**src/rtl/core/interleaved_bitmap_scroll_engine_macros.svh**
```systemverilog
// Assertion macros for the interleaved bitmap scroll engine.
// Included by the controller and the datapath; no other dependencies.
`ifndef INTERLEAVED_BITMAP_SCROLL_ENGINE_MACROS_SVH
`define INTERLEAVED_BITMAP_SCROLL_ENGINE_MACROS_SVH
`ifndef SYNTHESIS
// clocked check, masked while reset is high
`define IBSE_ASSERT(label, clk, rst, prop) \
   label: assert property (@(posedge clk) disable iff (rst) prop) \
      else $error("ibse: check failed");
// clocked check that also holds during reset
`define IBSE_ASSERT_ALWAYS(label, clk, prop) \
   label: assert property (@(posedge clk) prop) \
      else $error("ibse: check failed");
`else
`define IBSE_ASSERT(label, clk, rst, prop)
`define IBSE_ASSERT_ALWAYS(label, clk, prop)
`endif
`endif

```
**src/rtl/core/ibse_pkg.sv**
```systemverilog
// Shared constants, states and controller/datapath interface types
// for the interleaved bitmap scroll engine. No dependencies.
package ibse_pkg;

   localparam int TEXT_ROWS = 24;
   localparam int MEM_BYTES = 6144;
   localparam int ADDR_W    = 13;
   localparam int DATA_W    = 8;
   localparam int ROW_W     = 5;
   localparam int IDX_W     = 8;   // scanline and column within one text row

   typedef enum logic [1:0] {
      CMD_WRITE  = 2'd0,
      CMD_READ   = 2'd1,
      CMD_SCROLL = 2'd2,
      CMD_UNUSED = 2'd3
   } ibse_cmd_code_type;

   typedef enum logic [2:0] {
      ST_CLEAR,
      ST_IDLE,
      ST_READ,
      ST_COPY,
      ST_FLUSH,
      ST_ZERO
   } ibse_state_type;

   typedef enum logic [1:0] {
      RSP_NONE,
      RSP_IMM,
      RSP_READ,
      RSP_DONE
   } ibse_rsp_sel_type;

   // controller to datapath
   typedef struct packed {
      logic             clr_step;
      logic             acc_write;
      logic             acc_read;
      logic             load_scroll;
      logic             copy_step;
      logic             zero_init;
      logic             zero_step;
      ibse_rsp_sel_type rsp_sel;
   } ibse_cmd_type;

   // datapath to controller
   typedef struct packed {
      logic is_write;
      logic is_read;
      logic is_scroll;
      logic addr_ok;
      logic scroll_ok;
      logic clr_done;
      logic byte_last;
      logic row_last;
   } ibse_status_type;

endpackage

```
**src/rtl/core/ibse_ctrl.sv**
```systemverilog
// Sequencer for the scroll engine: accept decode, clearing pass, copy and
// zero sweeps, result valid. Depends on ibse_pkg and the macro header.
`include "interleaved_bitmap_scroll_engine_macros.svh"
module ibse_ctrl
   import ibse_pkg::*;
(
   input  logic            clock,
   input  logic            reset,
   input  logic            req_valid,
   output logic            req_ready,
   output logic            rsp_valid,
   input  logic            rsp_ready,
   input  ibse_status_type stat,
   output ibse_cmd_type    cmd
);

   ibse_state_type state_ff, state_in;
   logic           rsp_valid_ff, rsp_valid_in;
   logic           req_fire;

   // accept only when idle and the result slot is free or draining
   assign req_ready = (state_ff == ST_IDLE) && (!rsp_valid_ff || rsp_ready);
   assign req_fire  = req_valid && req_ready;

   // next state
   always_comb begin
      state_in = state_ff;
      unique case (state_ff)
         ST_CLEAR: begin
            if (stat.clr_done) state_in = ST_IDLE;
         end
         ST_IDLE: begin
            if (req_fire) begin
               if (stat.is_read && stat.addr_ok) state_in = ST_READ;
               else if (stat.is_scroll && stat.scroll_ok) state_in = ST_COPY;
            end
         end
         ST_READ: state_in = ST_IDLE;
         ST_COPY: begin
            if (stat.byte_last && stat.row_last) state_in = ST_FLUSH;
         end
         ST_FLUSH: state_in = ST_ZERO;
         ST_ZERO: begin
            if (stat.byte_last) state_in = ST_IDLE;
         end
         default: state_in = ST_CLEAR;
      endcase
   end

   // datapath commands
   always_comb begin
      cmd         = '0;
      cmd.rsp_sel = RSP_NONE;
      unique case (state_ff)
         ST_CLEAR: cmd.clr_step = 1'b1;
         ST_IDLE: begin
            if (req_fire) begin
               priority if (stat.is_write && stat.addr_ok) begin
                  cmd.acc_write = 1'b1;
                  cmd.rsp_sel   = RSP_IMM;
               end else if (stat.is_read && stat.addr_ok) begin
                  cmd.acc_read = 1'b1;
               end else if (stat.is_scroll && stat.scroll_ok) begin
                  cmd.load_scroll = 1'b1;
               end else begin
                  cmd.rsp_sel = RSP_IMM;
               end
            end
         end
         ST_READ:  cmd.rsp_sel   = RSP_READ;
         ST_COPY:  cmd.copy_step = 1'b1;
         ST_FLUSH: cmd.zero_init = 1'b1;
         ST_ZERO: begin
            cmd.zero_step = 1'b1;
            if (stat.byte_last) cmd.rsp_sel = RSP_DONE;
         end
         default: cmd = '0;
      endcase
   end

   // result valid flag
   always_comb begin
      rsp_valid_in = rsp_valid_ff;
      if (cmd.rsp_sel != RSP_NONE) rsp_valid_in = 1'b1;
      else if (rsp_ready)          rsp_valid_in = 1'b0;
   end

   always_ff @(posedge clock) begin
      if (reset) begin
         state_ff     <= ST_CLEAR;
         rsp_valid_ff <= 1'b0;
      end else begin
         state_ff     <= state_in;
         rsp_valid_ff <= rsp_valid_in;
      end
   end

   assign rsp_valid = rsp_valid_ff;

   // a new result never overwrites one that is still waiting
   `IBSE_ASSERT(a_no_overwrite, clock, reset, (cmd.rsp_sel != RSP_NONE) |-> (!rsp_valid_ff || rsp_ready))
   // nothing is accepted outside idle
   `IBSE_ASSERT(a_busy_no_accept, clock, reset, (state_ff != ST_IDLE) |-> !req_ready)
   // reset always restarts the clearing pass
   `IBSE_ASSERT_ALWAYS(a_reset_clears, clock, reset |=> (state_ff == ST_CLEAR))

endmodule

```
**config.mk**
```make
export PLATFORM = sky130hd
export DESIGN_NAME = ibse_ctrl
export DESIGN_NICKNAME = d
export VERILOG_FILES = /design/src/rtl/core/ibse_pkg.sv /design/src/rtl/core/ibse_ctrl.sv
export VERILOG_INCLUDE_DIRS = /design/src /design/src/rtl/core
export SDC_FILE = /design/constraint.sdc
export NUM_CORES = 1
export LEC_CHECK = 0
export ABC_AREA = 1
export ABC_CLOCK_PERIOD_IN_PS = 1170
export BUFFER_PORTS_ARGS = -buffer_cell sky130_fd_sc_hd__buf_2
export CELL_PAD_IN_SITES_DETAIL_PLACEMENT = 0
export CELL_PAD_IN_SITES_GLOBAL_PLACEMENT = 1
export CORE_MARGIN = 2
export CORE_UTILIZATION = 25
export DETAILED_ROUTE_END_ITERATION = 16
export HOLD_SLACK_MARGIN = 0.02
export PLACE_DENSITY = 0.74
export RECOVER_POWER = 100
export SYNTH_ARGS = -nofsm -noshare
export SYNTH_HDL_FRONTEND = slang
export SYNTH_SLANG_ARGS = --single-unit
```
**constraint.sdc**
```tcl
create_clock -name clock -period 1.17 [get_ports clock]
set_input_delay 0.117 -clock clock [delete_from_list [all_inputs] [get_ports clock]]
set_output_delay 0.117 -clock clock [all_outputs]
set_load 0.02 [all_outputs]
```
==> results of run 1 <==
[kinds of logic (layout without fill, tap and decap cells)]
family                 count (synthesis)  in the layout  synth area share (%)
DFF                                    4              4                  21.1
and+or+nand+nor                       37             37                  50.3
buffers and inverters                 14             49                  13.8
AOI/OAI and AO/OA                      9              9                  14.8
[power groups by stage]
stage          sequential, mW  combinational, mW  clock [mW]
2_1_floorplan           0.157              0.116           0
3_3_place_gp            0.152              0.199           0
3_5_place_dp            0.153              0.199           0
4_1_cts                 0.151              0.238       0.174
5_1_grt                 0.153              0.274       0.184
6_report                0.152              0.250       0.169
[critical path: stages, from the launching register on]
cell,delay (ns)
dfxtp_2,0.34
inv_2,0.05
nor2_4,0.09
nand2_2,0.08
nor3_4,0.17
inv_2,0.08
nor3_2,0.10
buf_4,0.16
[placed cells by master (no fill, tap or decap), drive strengths merged]
cell    netlist  final
clkbuf        0      4
o21ai         1      1
a21oi         5      5
nor2         15     15
dfxtp         4      4
nand4         2      2
inv          14     14
o22ai         2      2
nor3          2      2
nand2        17     17
buf           0     31
nand3         1      1
a31oi         1      1
[cells in the mapped netlist]
cell type,instances
nor3_2,1
o21ai_1,1
nand4_1,2
dfxtp_1,4
nor2_4,1
nand2_2,4
nor2_1,10
nor3_4,1
a21oi_2,2
a21oi_1,3
o22ai_1,2
inv_2,4
a31oi_1,1
nand2_1,13
nand3_1,1
inv_1,10
nor2_2,4
[repair_timing]
action,CTS,global route
setup endpoints to repair,12,13
setup buffers,2,2
pin swaps,6,7
gates resized for setup,19,9
[flip-flops by register name (all words and copies together) (netlist names)]
name / flops
state_ff: 3
rsp_valid: 1
[stage by stage]
step	std cells	util (%)	setup slack (ns)	area (um^2)	hold slack, ns
finish	115	48.8	-0.246	718	0.0730
detailed placement	110	40.1	-0.0577	589	0.319
global route	115	48.8	-0.344	718	0.0814
floorplan	64	-	-0.0589	399	0.184
CTS	115	46.9	-0.238	691	0.0670
global placement	110	40.1	-0.0603	589	0.317
[per-layer routing]
metal / up-vias / part of all wire, % / global-route usage, %
met1: 233 / 41 / 16.4
met2: 17 / 53 / 25.2
met3: 4 / 4.3 / 2.98
met5: - / 0 / 0
li1: 270 / - / -
met4: 0 / 1.5 / 7.27
[area by class of cell]
type                       instances  area share (%)
multi-input combinational         46            43.0
timing repair buffer              32            32.1
sequential                         4            11.7
inverter                          14            7.32
clock buffer                       3            3.14
tap                               16            2.79
[worst max-delay path by stage]
stage / slack (ns) / endpoint / from
5_1_grt: -0.34 / cmd[6] / state_ff[0]
3_3_place_gp: -0.06 / state_ff[2] / state_ff[0]
6_report: -0.25 / cmd[6] / state_ff[0]
4_1_cts: -0.24 / cmd[6] / state_ff[0]
2_1_floorplan: -0.06 / cmd[5] / state_ff[0]
3_5_place_dp: -0.06 / state_ff[2] / state_ff[0]
==> reports/qor.csv, run 1 <==
stage,metric,value,unit
run_status,status,finished with violations,
run_status,violations,negative setup slack,
drt,via_per_inst,4.56,
global_routing,antenna_found_initial,0,
pwr,netSwitchingFraction,34.7,%
synth,yosysWarnings,0,
global_routing,grt-ovfl-total,0,
synth,synth_area,380,um^2
cells_and_area,final_nets,113,
cells_and_area,syn_to_final_growth,88.8,%
global_routing,grt_first_pass_wirelength,1970,um
floorplan,core,1470,um^2
setup_path,start_kind,flop,
timing,finalWorstSetupSlack,-0.246,ns
timing,period_minus_slack,1.42,ns
worst_hold_path,whs_path_depth,2,
setup_path,rr_worst_depth,9,
floorplan,die_h,43.0,um
global_routing,grtUsageTotal,14.4,%
cts,clk_path_buf_depth,2,
worst_hold_path,hp-start,reset,
floorplan,dieWidth,43.0,um
drt,drt_first_pass_iters,4,
cells_and_area,drive_above_1_share,61.6,%
global_routing,grt_start_max_net_pins,6,
timing,max_freq,706,MHz
place,dp_hpwl,882,um
worst_hold_path,min_to,state_ff[2],
worst_hold_path,hp-class,input port to flop,
pwr,p_comb_share,43.8,%
timing,max_slew_margin,83.9,%
cts,cts_hold_buffers,0,
floorplan,io_pins,23,
place,port_buffers,22,
pwr,p_int,373,uW
pwr,leakagePower,0.379,nW
pwr,power_density,794,nW/um^2
drt,drt_iter0_drc,10,
timing,hold_violations,0,
place,gp_congestion,0.731,
drt,drc,0,
floorplan,start_util,25.9,%
synth,synth.largest_area_cell,dfxtp_1,
run,cap_violations,0,
synth,synthDistinctLibCells,17,
drt,postRouteAntennaNets,0,
pwr,p_switching,198,uW
synth,ys_top_cells_by_area,"dfxtp_1 21%, nand2_1 13%, inv_1 9.9%, nor2_1 9.9%, nand2_2 6.6%",
cells_and_area,diodes,0,
synth,yosysSeqAreaShare,21.1,%
pwr,clkPwrFrac,29.6,%
setup_path,critical_path.max_fanout,3,
synth,synth_top_area_share,21.1,%
pwr,seq_power_share,26.6,%
drt,routedWlPerCell,10.7,um
cts,tritoncts,built,
setup_path,rr_endpoint,state_ff[2],
timing,tightest_slew,0.243,ns
cts,cts.sinks,4,
setup_path,r2r_slack,-0.03,ns
drt,drt_wl_total,1240,um
cells_and_area,multiInputGateArea,309,um^2
synth,synth_cells,64,
synth,syn_area_per_cell,5.94,um^2
setup_path,crit_type,flop to output pin,
timing,rsz0062_at_grt,yes,
timing,finalMaxSlewViolations,0,
cts,clk_pin_slew,0.04,ns
cts,worstSkewPairLatency,0.23,ns
setup_path,required,1.05,ns
timing,setup_viol,10,
cts,cts_buffers,3,
cells_and_area,seq_area,83.8,um^2
setup_path,critPathCaptureType,output pin,
floorplan,die_area,1850,um^2
pwr,vdd_ir_drop_max,279,uV
synth,synthesis.nets,76,
setup_path,rr_startpoint,state_ff[0],
timing,tns,-1.32,ns
synth,synth-seq-cells,4,
cells_and_area,nFillCells,158,
timing,finalCritPeriodShare,121,%
floorplan,rows,14,
pwr,power.total,570,uW
drt,vias,524,
setup_path,cp.arrival,1.30,ns
timing,fin_skew,0.00200,ns
global_routing,first_global_vias,498,
cts,h-tree-depth,1,
cts,root_buffer,clkbuf_4,
Power figures use the tool's default switching activity.
==> inputs of run 2 (changes only) <==
--- a/config.mk
+++ b/config.mk
@@ -6,9 +6,9 @@
 export SDC_FILE = /design/constraint.sdc
 export NUM_CORES = 1
 export LEC_CHECK = 0
-export ABC_AREA = 1
 export ABC_CLOCK_PERIOD_IN_PS = 1170
 export BUFFER_PORTS_ARGS = -buffer_cell sky130_fd_sc_hd__buf_2
+export CAP_MARGIN = 20
 export CELL_PAD_IN_SITES_DETAIL_PLACEMENT = 0
 export CELL_PAD_IN_SITES_GLOBAL_PLACEMENT = 1
 export CORE_MARGIN = 2
@@ -17,6 +17,7 @@
 export HOLD_SLACK_MARGIN = 0.02
 export PLACE_DENSITY = 0.74
 export RECOVER_POWER = 100
+export SKIP_LAST_GASP = 1
 export SYNTH_ARGS = -nofsm -noshare
 export SYNTH_HDL_FRONTEND = slang
 export SYNTH_SLANG_ARGS = --single-unit
==> reports/qor.csv, run 2 <==
stage,metric,value,unit,change
synth,syn_area_per_cell,7.14,um^2,was 5.94 um^2
global_routing,grt_start_max_net_pins,12,,was 6
timing,max_slew_margin,80.7,%,was 83.9%
cts,worstSkewPairLatency,0.24,ns,was 0.23 ns
setup_path,r2r_slack,-0.58,ns,was -0.03 ns
synth,ys_top_cells_by_area,"dfxtp_1 23%, nor2_1 6.6%, or3b_4 6.6%, nand2_1 5.5%, a21oi_1 4.4%",,"was dfxtp_1 21%, nand2_1 13%, inv_1 9.9%, nor2_1 9.9%, nand2_2 6.6%"
setup_path,rr_worst_depth,7,,was 9
setup_path,start_kind,flop,,unchanged
drt,vias,493,,was 524
timing,finalMaxSlewViolations,0,,unchanged
synth,synth_compound_area_share,29.2,%,was 14.8%
run_status,status,finished with violations,,unchanged
pwr,power_density,783,nW/um^2,was 794 nW/um^2
run_status,violations,negative setup slack,,unchanged
place,dp_hpwl,836,um,was 882 um
synth,muxShareOfSynthArea,0,%,unchanged
drt,drc,0,,unchanged
cells_and_area,layout_commonest_cell,buf_4,,
cts,tritoncts,built,,unchanged
cells_and_area,largest_reg_flops,3,,unchanged
synth,synth_fa_ha_area_share,0,%,unchanged
synth,yosysWarnings,0,,unchanged
global_routing,grtUsageTotal,16.5,%,was 14.4%
synth,synth_top_family_by_area,simple AND/OR/NAND/NOR gates,,unchanged
floorplan,start_util,26.7,%,was 25.9%
drt,routedWlPerCell,12.0,um,was 10.7 um
pwr,vdd_ir_drop_max,415,uV,was 279 uV
cts,cts_hold_buffers,0,,unchanged
synth,synth_commonest_cells,"6 x nor2_1, 5 x nand2_1, 4 x dfxtp_1",,"was 13 x nand2_1, 10 x inv_1, 10 x nor2_1"
synth,synth_most_common_cell,nor2_1,,was nand2_1
timing,rsz0062_at_grt,yes,,unchanged
synth,synth_flop_cell,dfxtp_1,,unchanged
cts,cts_buffers,3,,unchanged
timing,max_freq,564,MHz,was 706 MHz
cells_and_area,syn_to_final_growth,103,%,was 88.8%
worst_hold_path,hp-class,input port to flop,,unchanged
floorplan,rows,13,,was 14
timing,worst_hold_slack,0.0747,ns,was 0.0730 ns
drt,drt_iter0_drc,5,,was 10
drt,drt_first_pass_iters,3,,was 4
run,cap_violations,0,,unchanged
floorplan,die_area,1680,um^2,was 1850 um^2
setup_path,critical_path.max_fanout,4,,was 3
synth,yosys.area_share.simple,38.7,%,was 50.3%
timing,finalCritPeriodShare,151,%,was 121%
worst_hold_path,whs_path_depth,2,,unchanged
cells_and_area,drive_above_1_share,66.3,%,was 61.6%
synth,synth_cells,48,,was 64
timing,tightest_slew,0.289,ns,was 0.243 ns
cts,clk_pin_slew,0.04,ns,about the same
drt,postRouteAntennaNets,0,,unchanged
global_routing,first_global_vias,425,,was 498
synth,synthDistinctLibCells,27,,was 17
floorplan,io_pins,23,,unchanged
place,gp_congestion,0.693,,was 0.731
cts,h-tree-depth,1,,unchanged
synth,synth.largest_area_cell,dfxtp_1,,unchanged
timing,period_minus_slack,1.77,ns,was 1.42 ns
setup_path,critPathCaptureType,output pin,,unchanged
global_routing,grt-ovfl-total,0,,unchanged
cts,cts.sinks,4,,unchanged
floorplan,die_h,41.0,um,was 43.0 um
global_routing,antenna_found_initial,0,,unchanged
cells_and_area,layout_common_cells,"15 x buf_4, 12 x buf_2, 7 x buf_6",,"was 13 x nand2_1, 13 x buf_2, 11 x buf_4"
pwr,leakagePower,0.320,nW,was 0.379 nW
synth,synth_top_area_share,23.4,%,was 21.1%
cells_and_area,post-route-util,54.1,%,was 48.8%
timing,tns,-4.15,ns,was -1.32 ns
synth,synth_area,343,um^2,was 380 um^2
timing,hold_violations,0,,unchanged
synth,synth_xor_area_share,0,%,unchanged
setup_path,crit_type,flop to output pin,,unchanged
timing,setup_viol,13,,was 10
timing,fin_skew,0.00589,ns,was 0.00200 ns
setup_path,required,1.05,ns,about the same
setup_path,cp.arrival,1.65,ns,was 1.30 ns
cts,clk_path_buf_depth,2,,unchanged
synth,synth-seq-cells,4,,unchanged
synth,synth-async-reset-ratio,0,%,unchanged
cts,root_buffer,clkbuf_4,,unchanged
floorplan,dieWidth,41.0,um,was 43.0 um
global_routing,grt_first_pass_wirelength,1760,um,was 1970 um
floorplan,core,1280,um^2,was 1470 um^2
cells_and_area,diodes,0,,unchanged
cells_and_area,final_nets,97,,was 113
drt,drt_wl_total,1170,um,was 1240 um
place,detailedPlace.worstSlack,-0.405,ns,was -0.0577 ns
timing,finalWorstSetupSlack,-0.602,ns,was -0.246 ns
synth,synth_edf_count,0,,unchanged
synth,synthesis.nets,60,,was 76
synth,yosysSeqAreaShare,23.4,%,was 21.1%
place,port_buffers,22,,unchanged
cells_and_area,regMostFlops,state_ff,,unchanged
drt,via_per_inst,5.03,,was 4.56
[run 2: cell count changes after synthesis, sizes merged, moves of 2 or more]
cell   change
a21oi      -2
buf        +2
inv       -12
nand2     -12
nor2       -9
o21ai      +3
or3b       +2
[run 2: layout make-up]
cell class	instances	area, um^2
clock buffers	3	22.5
fillers	133	589
inverters	2	10.0
multi-input cells	39	307
repair buffers	35	255
flip-flops and latches	4	82.6
well taps	15	18.8
[run 2: layer usage]
metal	share of wire, %	GRT usage, %	wire (um)	vias to the layer above
li1	-	-	-	247
met1	41	17.2	482	226
met2	52	30.9	611	20
met3	6.6	6.52	78	0
met4	0	2.50	0	0
met5	0	0	0	-
[run 2: cells by family (layout without fill, tap and decap cells)]
group                  Yosys count  after routing
and+or+nand+nor                 24             24
AOI/OAI and AO/OA               15             15
DFF                              4              4
buffers and inverters            5             40
[run 2: power breakdown]
| part | switching, mW | internal, mW |
|---|---|---|
| logic | 0.110 | 0.110 |
| clock network | 0.0610 | 0.115 |
| registers | 0.00371 | 0.145 |
[run 2: path summary, 6_finish.rpt]
check | startpoint | end
worst max-delay path | state_ff[1] | cmd[0]
worst max register to register | state_ff[1] | rsp_valid
worst min-delay path | reset | state_ff[1]
worst min register to register | state_ff[0] | state_ff[2]
[run 2: through the flow]
| step | power, mW | area [um^2] | cells |
|---|---|---|---|
| after floorplan | 0.253 | 363 | 48 |
| after global placement | 0.319 | 513 | 88 |
| after detailed placement | 0.320 | 513 | 88 |
| after CTS | 0.533 | 626 | 94 |
| after global routing | 0.586 | 696 | 98 |
| final | 0.545 | 696 | 98 |
[run 2: what timing repair did]
action                     in CTS  in global routing
setup endpoints to repair      14                 14
buffers inserted                3                  4
gates cloned                    0                  0
resized for setup              20                 11
pin swaps                       7                  2
[run 2: critical path, stage by stage (launching register included)]
cell and delay [ns]:
dfxtp_2 0.32, or3b_4 0.38, or3b_4 0.43, o21ai_4 0.15, buf_6 0.13
==> inputs of run 3 (changes only) <==
--- a/config.mk
+++ b/config.mk
@@ -16,7 +16,6 @@
 export DETAILED_ROUTE_END_ITERATION = 16
 export HOLD_SLACK_MARGIN = 0.02
 export PLACE_DENSITY = 0.74
-export RECOVER_POWER = 100
 export SKIP_LAST_GASP = 1
 export SYNTH_ARGS = -nofsm -noshare
 export SYNTH_HDL_FRONTEND = slang
==> reports/qor.csv, run 3 (synthesized netlist as in run 2, its figures left out) <==
stage,metric,value,unit,change
run_status,status,finished with violations,,unchanged
run_status,violations,negative setup slack,,unchanged
cts,cts_hold_buffers,0,,unchanged
setup_path,rr_endpoint,rsp_valid,,unchanged
drt,postRouteAntennaNets,0,,unchanged
floorplan,start_util,26.7,%,unchanged
setup_path,r2r_slack,-0.58,ns,about the same
setup_path,crit_family,simple AND/OR/NAND/NOR gates,,unchanged
setup_path,rr_startpoint,state_ff[1],,unchanged
pwr,power.total,545,uW,about the same
floorplan,rows,13,,unchanged
drt,routedWlPerCell,12.0,um,about the same
setup_path,slowest_delay,0.43,ns,about the same
cells_and_area,diodes,0,,unchanged
run,cap_violations,0,,unchanged
cts,worstSkewPairLatency,0.24,ns,about the same
drt,drt_wl_total,1170,um,about the same
setup_path,crit_type,flop to output pin,,unchanged
timing,hold_violations,0,,unchanged
timing,finalCritPeriodShare,151,%,about the same
timing,setup_viol,13,,unchanged
pwr,power_density,782,nW/um^2,was 783 nW/um^2
setup_path,rr_worst_depth,7,,unchanged
timing,fin_skew,0.00589,ns,unchanged
global_routing,first_global_vias,425,,unchanged
setup_path,setup.worst_path.end,cmd[0],,unchanged
global_routing,grtUsageTotal,16.5,%,unchanged
global_routing,grt_start_max_net_pins,12,,unchanged
cells_and_area,final_nets,97,,unchanged
timing,finalMaxSlewViolations,0,,unchanged
drt,drc,0,,unchanged
setup_path,cp.arrival,1.65,ns,about the same
cells_and_area,drive_above_1_share,67.5,%,was 66.3%
pwr,vdd_ir_drop_max,415,uV,about the same
cells_and_area,post-route-util,54.2,%,was 54.1%
cells_and_area,layout_commonest_cell,buf_4,,unchanged
timing,max_slew_margin,80.7,%,unchanged
timing,rsz0062_at_grt,yes,,unchanged
setup_path,critical_path.max_fanout,4,,unchanged
place,gp_congestion,0.693,,unchanged
global_routing,antenna_found_initial,0,,unchanged
cells_and_area,layout_common_cells,"15 x buf_4, 13 x buf_2, 7 x buf_6",,"was 15 x buf_4, 12 x buf_2, 7 x buf_6"
setup_path,crit_chain,or3b_4 > or3b_4 > o21ai_4 > buf_6,,unchanged
cells_and_area,regMostFlops,state_ff,,unchanged
timing,period_minus_slack,1.77,ns,about the same
drt,vias,493,,unchanged
floorplan,dieWidth,41.0,um,unchanged
pwr,leakagePower,0.324,nW,was 0.320 nW
cells_and_area,largest_reg_flops,3,,unchanged
setup_path,critPathCaptureType,output pin,,unchanged
global_routing,grt-ovfl-total,0,,unchanged
drt,drt_first_pass_iters,3,,unchanged
setup_path,cp.buffers_inverters,1,,unchanged
setup_path,slowest_stage,or3b_4,,unchanged
setup_path,crit_start,state_ff[1],,unchanged
setup_path,start_kind,flop,,unchanged
place,port_buffers,22,,unchanged
floorplan,core,1280,um^2,unchanged
timing,finalWorstSetupSlack,-0.602,ns,about the same
setup_path,crit_top_cell,or3b_4,,unchanged
global_routing,grt_first_pass_wirelength,1760,um,unchanged
worst_hold_path,whs_path_depth,2,,unchanged
cts,tritoncts,built,,unchanged
setup_path,required,1.05,ns,about the same
cts,clk_pin_slew,0.04,ns,about the same
floorplan,die_h,41.0,um,unchanged
drt,drt_iter0_drc,5,,unchanged
floorplan,io_pins,23,,unchanged
timing,worst_hold_slack,0.0747,ns,about the same
setup_path,path_depth,4,,unchanged
timing,max_freq,564,MHz,about the same
cts,root_buffer,clkbuf_4,,unchanged
cells_and_area,syn_to_final_growth,103,%,about the same
cts,clk_path_buf_depth,2,,unchanged
worst_hold_path,hp-class,input port to flop,,unchanged
place,detailedPlace.worstSlack,-0.405,ns,unchanged
drt,via_per_inst,5.03,,unchanged
cts,cts.sinks,4,,unchanged
cts,cts_buffers,3,,unchanged
place,dp_hpwl,836,um,unchanged
floorplan,die_area,1680,um^2,unchanged
timing,tightest_slew,0.289,ns,unchanged
cts,h-tree-depth,1,,unchanged
-- run 3: cell type report --
class                      instances  area [um^2]
tap                               15         18.8
fill                             133          588
sequential                         4         82.6
multi-input combinational         39          307
timing repair buffer              35          256
clock buffer                       3         22.5
inverter                           2         10.0
-- run 3: layer usage --
| metal | part of all wire (%) | vias to the layer above | global-route usage [%] |
|---|---|---|---|
| met5 | 0 | - | 0 |
| met4 | 0 | 0 | 2.50 |
| met3 | 6.7 | 0 | 6.52 |
| met2 | 52 | 20 | 30.9 |
| met1 | 41 | 226 | 17.2 |
| li1 | - | 247 | - |
-- run 3: repair_timing --
item,CTS,global route
setup buffers,3,4
resized for setup,20,11
endpoints found under the setup margin,14,14
pin swaps,7,2
-- run 3: worst min path at each step --
stage,startpoint,end,slack (ns)
5_1_grt,reset,state_ff[1],0.07
3_3_place_gp,reset,state_ff[1],0.33
6_report,reset,state_ff[1],0.07
3_5_place_dp,reset,state_ff[1],0.32
2_1_floorplan,reset,state_ff[1],0.19
4_1_cts,reset,state_ff[1],0.07
-- run 3: where the power goes --
group	leakage, nW	switching (mW)	internal, mW	total (mW)
sequential	0.0337	0.00361	0.145	0.149
clock	0.0138	0.0610	0.115	0.176
combinational	0.276	0.110	0.110	0.220
-- run 3: per-stage QoR --
| step | TNS [ns] | cells | area, um^2 |
|---|---|---|---|
| finish | -4.15 | 98 | 697 |
| global route | -4.92 | 98 | 697 |
| CTS | -4.09 | 94 | 626 |
| detailed placement | -2.24 | 88 | 513 |
| global placement | -2.14 | 88 | 513 |
| floorplan | -2.36 | 48 | 363 |
